`src/sv/sqlss_pkg.sv`:
```
package sqlss_pkg;

    typedef enum logic [2:0] {
        ROLE_CODE   = 3'd0,
        ROLE_SEP    = 3'd1,
        ROLE_LINE   = 3'd2,
        ROLE_BLOCK  = 3'd3,
        ROLE_SINGLE = 3'd4,
        ROLE_DOUBLE = 3'd5
    } t_role;

    localparam logic [7:0] CH_LF    = 8'h0A;
    localparam logic [7:0] CH_SEMI  = 8'h3B;
    localparam logic [7:0] CH_SQ    = 8'h27;
    localparam logic [7:0] CH_DQ    = 8'h22;
    localparam logic [7:0] CH_DASH  = 8'h2D;
    localparam logic [7:0] CH_SLASH = 8'h2F;
    localparam logic [7:0] CH_STAR  = 8'h2A;

    typedef struct packed {
        logic [7:0] data;
        t_role      role;
        logic       fin;
    } t_result;

    // up to two results enter the queue per input transaction
    typedef struct packed {
        logic [1:0] n;
        t_result    ent0;
        t_result    ent1;
    } t_push;

endpackage

```
`src/sv/sql_statement_splitter.sv`:
```
// order: a byte is labelled when the next byte is accepted and is written to the
// registered output queue on that accept; the final byte is queued on its own accept
// throughput: one byte per cycle, held off unless two of the four output queue
// entries are free; a final byte with one held byte queues two results there
// reset: synchronous, active low; clears lexer mode, held byte and the queue
module sql_statement_splitter
    import sqlss_pkg::*;
(
    input  logic       i_clk,
    input  logic       i_rst_n,
    input  logic       s_axis_tvalid,
    output logic       s_axis_tready,
    input  logic [7:0] s_axis_tdata,   // [7:0] text_byte
    input  logic       s_axis_tlast,   // end_of_text
    output logic       m_axis_tvalid,
    input  logic       m_axis_tready,
    output logic [7:0] m_axis_tdata,   // [7:0] out_byte
    output logic [2:0] m_axis_tuser,   // [2:0] role
    output logic       m_axis_tlast    // final_byte
);

    typedef struct packed {
        t_role role;
        t_role mode;
        t_role pend;
    } t_cls;

    function automatic t_cls classify(t_role mode, t_role pend, logic [7:0] c,
                                      logic [7:0] la, logic has_la);
        t_cls       r;
        logic [7:0] q;
        r.role = ROLE_CODE;
        r.mode = mode;
        r.pend = ROLE_CODE;
        q      = (mode == ROLE_SINGLE) ? CH_SQ : CH_DQ;
        if (pend != ROLE_CODE) begin
            // second byte of a two-byte token
            r.role = pend;
        end else begin
            case (mode)
                ROLE_LINE: begin
                    r.role = ROLE_LINE;
                    if (c == CH_LF) r.mode = ROLE_CODE;
                end
                ROLE_BLOCK: begin
                    r.role = ROLE_BLOCK;
                    if (c == CH_STAR && has_la && la == CH_SLASH) begin
                        r.mode = ROLE_CODE;
                        r.pend = ROLE_BLOCK;
                    end
                end
                ROLE_SINGLE, ROLE_DOUBLE: begin
                    r.role = mode;
                    if (c == q && has_la && la == q) begin
                        r.pend = mode;
                    end else if (c == q) begin
                        r.mode = ROLE_CODE;
                    end
                end
                default: begin
                    r.mode = ROLE_CODE;
                    if (c == CH_DASH && has_la && la == CH_DASH) begin
                        r.mode = ROLE_LINE;
                        r.pend = ROLE_LINE;
                        r.role = ROLE_LINE;
                    end else if (c == CH_SLASH && has_la && la == CH_STAR) begin
                        r.mode = ROLE_BLOCK;
                        r.pend = ROLE_BLOCK;
                        r.role = ROLE_BLOCK;
                    end else if (c == CH_SQ) begin
                        r.mode = ROLE_SINGLE;
                        r.role = ROLE_SINGLE;
                    end else if (c == CH_DQ) begin
                        r.mode = ROLE_DOUBLE;
                        r.role = ROLE_DOUBLE;
                    end else if (c == CH_SEMI) begin
                        r.role = ROLE_SEP;
                    end
                end
            endcase
        end
        return r;
    endfunction

    t_role      r_mode, n_mode, r_pend, n_pend;
    logic [7:0] r_held, n_held;
    logic       r_held_vld, n_held_vld;

    t_cls       cls_held, cls_last;
    t_role      mode1, pend1;
    t_push      push;
    t_result    head;
    logic       room, accept;

    assign s_axis_tready = room;
    assign accept        = s_axis_tvalid && room;

    always_comb begin
        cls_held = classify(r_mode, r_pend, r_held, s_axis_tdata, 1'b1);
        mode1    = r_held_vld ? cls_held.mode : r_mode;
        pend1    = r_held_vld ? cls_held.pend : r_pend;
        cls_last = classify(mode1, pend1, s_axis_tdata, 8'h00, 1'b0);

        push.ent1 = '{data: s_axis_tdata, role: cls_last.role, fin: 1'b1};
        if (r_held_vld) begin
            push.ent0 = '{data: r_held, role: cls_held.role, fin: 1'b0};
        end else begin
            push.ent0 = push.ent1;
        end

        push.n     = 2'd0;
        n_mode     = r_mode;
        n_pend     = r_pend;
        n_held     = r_held;
        n_held_vld = r_held_vld;
        if (accept) begin
            if (s_axis_tlast) begin
                push.n     = r_held_vld ? 2'd2 : 2'd1;
                n_mode     = ROLE_CODE;
                n_pend     = ROLE_CODE;
                n_held     = 8'h00;
                n_held_vld = 1'b0;
            end else begin
                push.n     = r_held_vld ? 2'd1 : 2'd0;
                n_mode     = mode1;
                n_pend     = pend1;
                n_held     = s_axis_tdata;
                n_held_vld = 1'b1;
            end
        end
    end

    always_ff @(posedge i_clk) begin
        if (!i_rst_n) begin
            r_mode     <= ROLE_CODE;
            r_pend     <= ROLE_CODE;
            r_held     <= 8'h00;
            r_held_vld <= 1'b0;
        end else begin
            r_mode     <= n_mode;
            r_pend     <= n_pend;
            r_held     <= n_held;
            r_held_vld <= n_held_vld;
        end
    end

    sqlss_out_fifo u_out_fifo (
        .i_clk   (i_clk),
        .i_rst_n (i_rst_n),
        .i_push  (push),
        .o_room  (room),
        .o_valid (m_axis_tvalid),
        .i_ready (m_axis_tready),
        .o_data  (head)
    );

    assign m_axis_tdata = head.data;
    assign m_axis_tuser = head.role;
    assign m_axis_tlast = head.fin;

endmodule

```
`src/sv/sqlss_out_fifo.sv`:
```
module sqlss_out_fifo
    import sqlss_pkg::*;
(
    input  logic    i_clk,
    input  logic    i_rst_n,
    input  t_push   i_push,
    output logic    o_room,
    output logic    o_valid,
    input  logic    i_ready,
    output t_result o_data
);

    localparam int DEPTH = 4;
    localparam int AW    = $clog2(DEPTH);
    localparam int CW    = $clog2(DEPTH + 1);

    t_result         r_mem [0:DEPTH-1];
    logic [AW-1:0]   r_wr, r_rd, n_wr, n_rd;
    logic [CW-1:0]   r_cnt, n_cnt;
    logic            pop;

    assign o_valid = (r_cnt != '0);
    assign o_data  = r_mem[r_rd];
    assign pop     = o_valid && i_ready;
    // room for a two-result transaction
    assign o_room  = (r_cnt <= CW'(DEPTH - 2));

    always_comb begin
        n_wr  = r_wr + AW'(i_push.n);
        n_rd  = r_rd + AW'(pop);
        n_cnt = r_cnt + CW'(i_push.n) - CW'(pop);
    end

    always_ff @(posedge i_clk) begin
        if (i_push.n != 2'd0) begin
            r_mem[r_wr] <= i_push.ent0;
        end
        if (i_push.n == 2'd2) begin
            r_mem[r_wr + AW'(1)] <= i_push.ent1;
        end
    end

    always_ff @(posedge i_clk) begin
        if (!i_rst_n) begin
            r_wr  <= '0;
            r_rd  <= '0;
            r_cnt <= '0;
        end else begin
            r_wr  <= n_wr;
            r_rd  <= n_rd;
            r_cnt <= n_cnt;
        end
    end

endmodule

```
`config.mk`:
```
export PLATFORM = sky130hd
export DESIGN_NAME = sql_statement_splitter
export DESIGN_NICKNAME = d
export VERILOG_FILES = /design/src/sv/sqlss_pkg.sv /design/src/sv/sql_statement_splitter.sv /design/src/sv/sqlss_out_fifo.sv
export SDC_FILE = /design/constraint.sdc
export NUM_CORES = 1
export LEC_CHECK = 0
export CORE_ASPECT_RATIO = 0.9
export CORE_MARGIN = 5
export CORE_UTILIZATION = 40
export CTS_BUF_LIST = sky130_fd_sc_hd__clkbuf_2 sky130_fd_sc_hd__clkbuf_4 sky130_fd_sc_hd__clkbuf_8
export DETAILED_ROUTE_END_ITERATION = 10
export DONT_BUFFER_PORTS = 1
export PLACE_DENSITY = 0.61
export SYNTH_ARGS = -nofsm -noshare
export SYNTH_HDL_FRONTEND = slang
export SYNTH_SLANG_ARGS = --single-unit
```
`constraint.sdc`:
```
create_clock -name i_clk -period 4.07 [get_ports i_clk]
set_input_delay 0.6105 -clock i_clk [delete_from_list [all_inputs] [get_ports i_clk]]
set_output_delay 0.6105 -clock i_clk [all_outputs]
set_load 0.005 [all_outputs]
```
### After elaboration in Yosys (flattened, before gate mapping)

Memories as Yosys holds them, arrays and structs flattened. A register that Yosys moved wholly into a read port is not among the register bits.
Index checks and enable logic that the tools add are counted.

| operators by class | value |
|---|---|
| $lt $le $gt $ge | 1 |
| eq/ne operators | 24 |
| reductions and logical operators | 12 |
| add/subtract/negate cells | 5 |
| muxes and demuxes | 39 |

Operators with widths:

| operator | count |
|---|---|
| 8-bit by 6-bit equality test with 1-bit output, second input constant | 12 |
| 3-bit two-way mux | 15 |
| 6-bit two-way mux | 5 |
| 3-bit one-hot mux with 3 select lines | 2 |
| 6-bit one-hot mux with 3 select lines | 1 |
| 8-bit by 6-bit equality test with 1-bit output | 2 |
| 3-bit by 2-bit equality test with 1-bit output, second input constant | 4 |
| 3-bit equality test, second input constant | 4 |
| 12-bit two-way mux | 1 |
| 2-bit two-way mux | 5 |
| 9-bit two-way mux | 1 |
| 3-bit nonzero test | 3 |
| 8-bit by 4-bit equality test with 1-bit output, second input constant | 1 |
| 1-bit two-way mux | 8 |
| 8-bit two-way mux | 1 |
| 1-bit logical AND | 6 |
| 2-bit OR reduction | 2 |
| 3-bit by 2-bit adder with 3-bit output | 1 |
| 3-bit by 2-bit <= comparator with 1-bit output, second input constant | 1 |
| 3-bit by 1-bit subtractor with 3-bit output | 1 |
| 2-bit by 1-bit adder with 2-bit output | 1 |
| 2-bit by 1-bit adder with 2-bit output, second input constant | 1 |
| 2-bit adder | 1 |
| 2-bit equality test, second input constant | 1 |
| 2-bit nonzero test | 1 |

| word-level totals | value |
|---|---|
| memory bits (writable) | 48 |
| memories | 1 |
| output and inout port bits | 14 |
| input bits | 13 |
| register bits after elaboration | 22 |
| word-level logic and storage cells | 89 |

Memories:

| memory | depth | width | read ports | clocked after Yosys merged registers in | write ports | line | text |
|---|---|---|---|---|---|---|---|
| u_out_fifo.r_mem | 4 | 12 | 1 | 1 | 2 | sqlss_out_fifo.sv:17 | `t_result r_mem [0:DEPTH-1];` |

### Depth between registers and ports, before layout

| depth | value |
|---|---|
| depth after elaboration | 14 |
| gate-level depth with buffers | 10 |

### Hierarchy

From an unflattened synthesis, not the netlist that was laid out.

| second synthesis, totals | value |
|---|---|
| cells, all modules | 343 |
| area total of the unflattened synthesis | 4,280.4 µm² |

Modules (own cells, without submodules):

| module | area each (µm²) | times used | cells each |
|---|---|---|---|
| sqlss_out_fifo | 2,929.1 | 1 | 161 |
| sql_statement_splitter | 1,351.3 | 1 | 182 |

### Worst setup path after synthesis

No wires, ideal clock.

| path | value |
|---|---|
| kind | in2reg |
| start point | input s_axis_tdata[1] |
| end point | memory u_out_fifo.r_mem[1][1] in the netlist's numbering (data pin) |
| path buffers | 1 |
| slack | 1.008 ns |
| arrival | 2.790 ns |
| stages | 9 |
| path through | clkbuf_1 -> or4bb_1 -> o31a_1 -> o22a_1 -> a211o_1 -> xnor2_1 -> mux2_4 -> a311oi_4 -> o22ai_1 |

RTL lines:

| what | line | text |
|---|---|---|
| start: declaration | sql_statement_splitter.sv:13 | `input logic [7:0] s_axis_tdata,` |
| end: declaration | sqlss_out_fifo.sv:17 |  |

==> reports/qor.yml <==
run_status:
  status: "complete, no violations"
timing:
  hold_viol_final: 0
  tightest_slew_ns: 0.899
  final_period_minus_worst_setup_slack_ns: 3.06
  finalMaxSlewViolations: 0
  slew_headroom: 0.395
  layout_worst_path_cycle_share: 0.753
  whs_ns: 0.375
  rsz0062_at_grt: "false"
  skew_ns: 0.0128
  tns_ns: 0
  setup_violations: 0
  fmax_mhz: 326
floorplan:
  ios: 27
  dieWidth_um: 115
  dieArea_um2: 12100
  rows: 34
  start_util: 0.411
  coreArea_um2: 9740
  die-height_um: 105
clock_tree:
  clkTransAtPathRegs_ns: 0.09
  cts_buffers: 9
  holdBufCountCts: 0
  clock-root-buffer: "clkbuf_8"
  htree_levels: 3
  cts_resized: 0
  cts_sinks: 70
  clkLatencyLatePin_ns: 0.36
  tritoncts: "yes"
  cts_setup_buffers: 0
  cts_buffer_depth: 2
critical_path:
  crit_family: "compound AO/OA/AOI/OAI gates"
  setup.worst_path.start: "r_held[5]"
  crit_path_max_fanout: 8
  critPathLaunchType: "flip-flop"
  crit_chain: "nor4b_2 -> nand4_1 -> o22a_1 -> a211o_1 -> xnor2_1 -> mux2_4 -> a311oi_4 -> o22ai_1"
  worstReg2RegStart: "r_held[5]"
  critPathBufInv: 0
  crit_required_ns: 4.17
  crit_path_end_kind: "flip-flop"
  cp_data_arrival_time_ns: 3.16
  cpMaxStageDelayCell: "nor4b_2"
  ff2ff_setup_slack_ns: 1.01
  crit_path_max_incr_delay_ns: 0.52
  criticalPathCategory: "reg -> reg"
routing:
  wl_mm: 9.74
  drcViolationCount: 0
  viasPerCell: 5.97
  drtIter0Drc: 243
  vias: 2930
  postRouteAntennaNets: 0
  wl_per_cell_um: 19.8
  first_pass_iters: 4
min_path:
  min-delay-start: "i_rst_n"
  hold_path.class: "in -> reg"
global_routing:
  grt_pass1_wl_mm: 15.6
  grt_max_degree: 29
  overflow: 0
  grt_use_total: 0.166
  grt_pass1_vias: 2787
  antenna_found_initial: 0
flow_run:
  maxCapViolCount: 0
place:
  gp_congestion: 0.887
  dpl.hpwl_mm: 6.91
  io_buffers: 0
synthesis:
  synth_edf_count: 44
  synth_cells: 369
  ys.flop_type: "edfxtp_1"
  synth_seq_cells: 70
  yosys_warnings: 0
  ys_async_sr_fraction: 0
  ys_types: 64
  avgSynthCellArea_um2: 10.9
  synth_nets: 389
  yosys-top-cells-count: "edfxtp_1 (44), a22o_1 (29), dfxtp_1 (26), nor2_1 (26), nand2_1 (25)"
  yosysTopAreaCellShare: 0.330
  synth_area_leaders: "edfxtp_1 (33%), dfxtp_1 (13%), mux4_2 (6.7%)"
  synth.most_common_cell: "edfxtp_1"
  syn_area_um2: 4000
  yosysSeqAreaShare: 0.460
  synth_area_leader_cell: "edfxtp_1"
layout:
  drive_above_1_share: 0.121
  fin_nets: 380
  area_growth_pct: 8.19
  num_antenna_cells: 0
pwr:
  leakage_nw: 1.46
  p_per_area_nw_per_um2: 468
  ir_worst_vdd_uv: 182
-- layout by cell type (no fill, tap or decap), drive strengths merged, types with 12 or more instances in the layout --
cell type and n:
nor2b 18, nor2 26, a21oi 17, edfxtp 44
and2 12, dfxtp 26, o21ai 14, nand2 25
mux4 12, a22o 29, inv 12
-- per-layer routing --
metal  routed length [µm]  global-route usage
met4                  153              0.0511
met1                 4600               0.235
met3                  600              0.0434
met5                    0                   0
met2                 4390               0.247
-- power breakdown --
part	switching (mW)	internal [mW]
sequential	0.0870	0.831
combinational	0.203	0.200
clock	0.295	0.410
total	0.584	1.44
-- sequential cells by signal, summed over array words and instances (netlist names) --
| register | cells |
|---|---|
| r_pend | 3 |
| r_held | 8 |
| u_out_fifo.r_mem | 48 |
| u_out_fifo.r_rd | 2 |
| r_held_vld | 1 |
| r_mode | 3 |
| u_out_fifo.r_cnt | 3 |
| u_out_fifo.r_wr | 2 |
-- path summary, 6_finish.rpt --
path | to | depth (start not counted)
max | u_out_fifo.r_mem[1][1] | 8
min | r_pend[2] | 1
max reg2reg | u_out_fifo.r_mem[1][1] | 8
min reg2reg | u_out_fifo.r_mem[3][0] | 2
-- worst reg2reg max path: stages (launching register included) --
cell and delay, ns:
dfxtp_1 0.46, nor4b_2 0.52, nand4_1 0.26, o22a_1 0.26
a211o_1 0.28, xnor2_1 0.20, mux2_4 0.34, a311oi_4 0.36
o22ai_1 0.13
-- layout make-up --
class,count,area [µm²]
Clock inverter,7,120
Multi-Input combinational cell,265,2020
Inverter,10,37.5
Timing Repair Buffer,4,30.0
Sequential cell,70,1840
Tap cell,126,158
Clock buffer,9,124
Fill cell,921,5410
-- cell families after synthesis --
kind of cell | synth area share
buffers and inverters | 0.0353
adder cells (fa/ha/maj) | 0.0237
AO/OA/AOI/OAI | 0.198
AND/OR/NAND/NOR | 0.187
XOR/XNOR | 0.0197
multiplexers | 0.0762
flip-flops | 0.460
-- per-stage QoR --
step / cell area (µm²) / util / cells / total power [mW] / worst slack (ns)
floorplan: 4000 / - / 369 / 1.26 / 1.01
global placement: 4090 / 0.420 / 475 / 1.34 / 1.01
detailed placement: 4090 / 0.420 / 475 / 1.35 / 0.999
CTS: 4330 / 0.445 / 491 / 2.05 / 1.02
global route: 4330 / 0.445 / 491 / 2.13 / 0.793
finish: 4330 / 0.445 / 491 / 2.03 / 1.01
No activity file was read; power rests on OpenSTA's default activity.
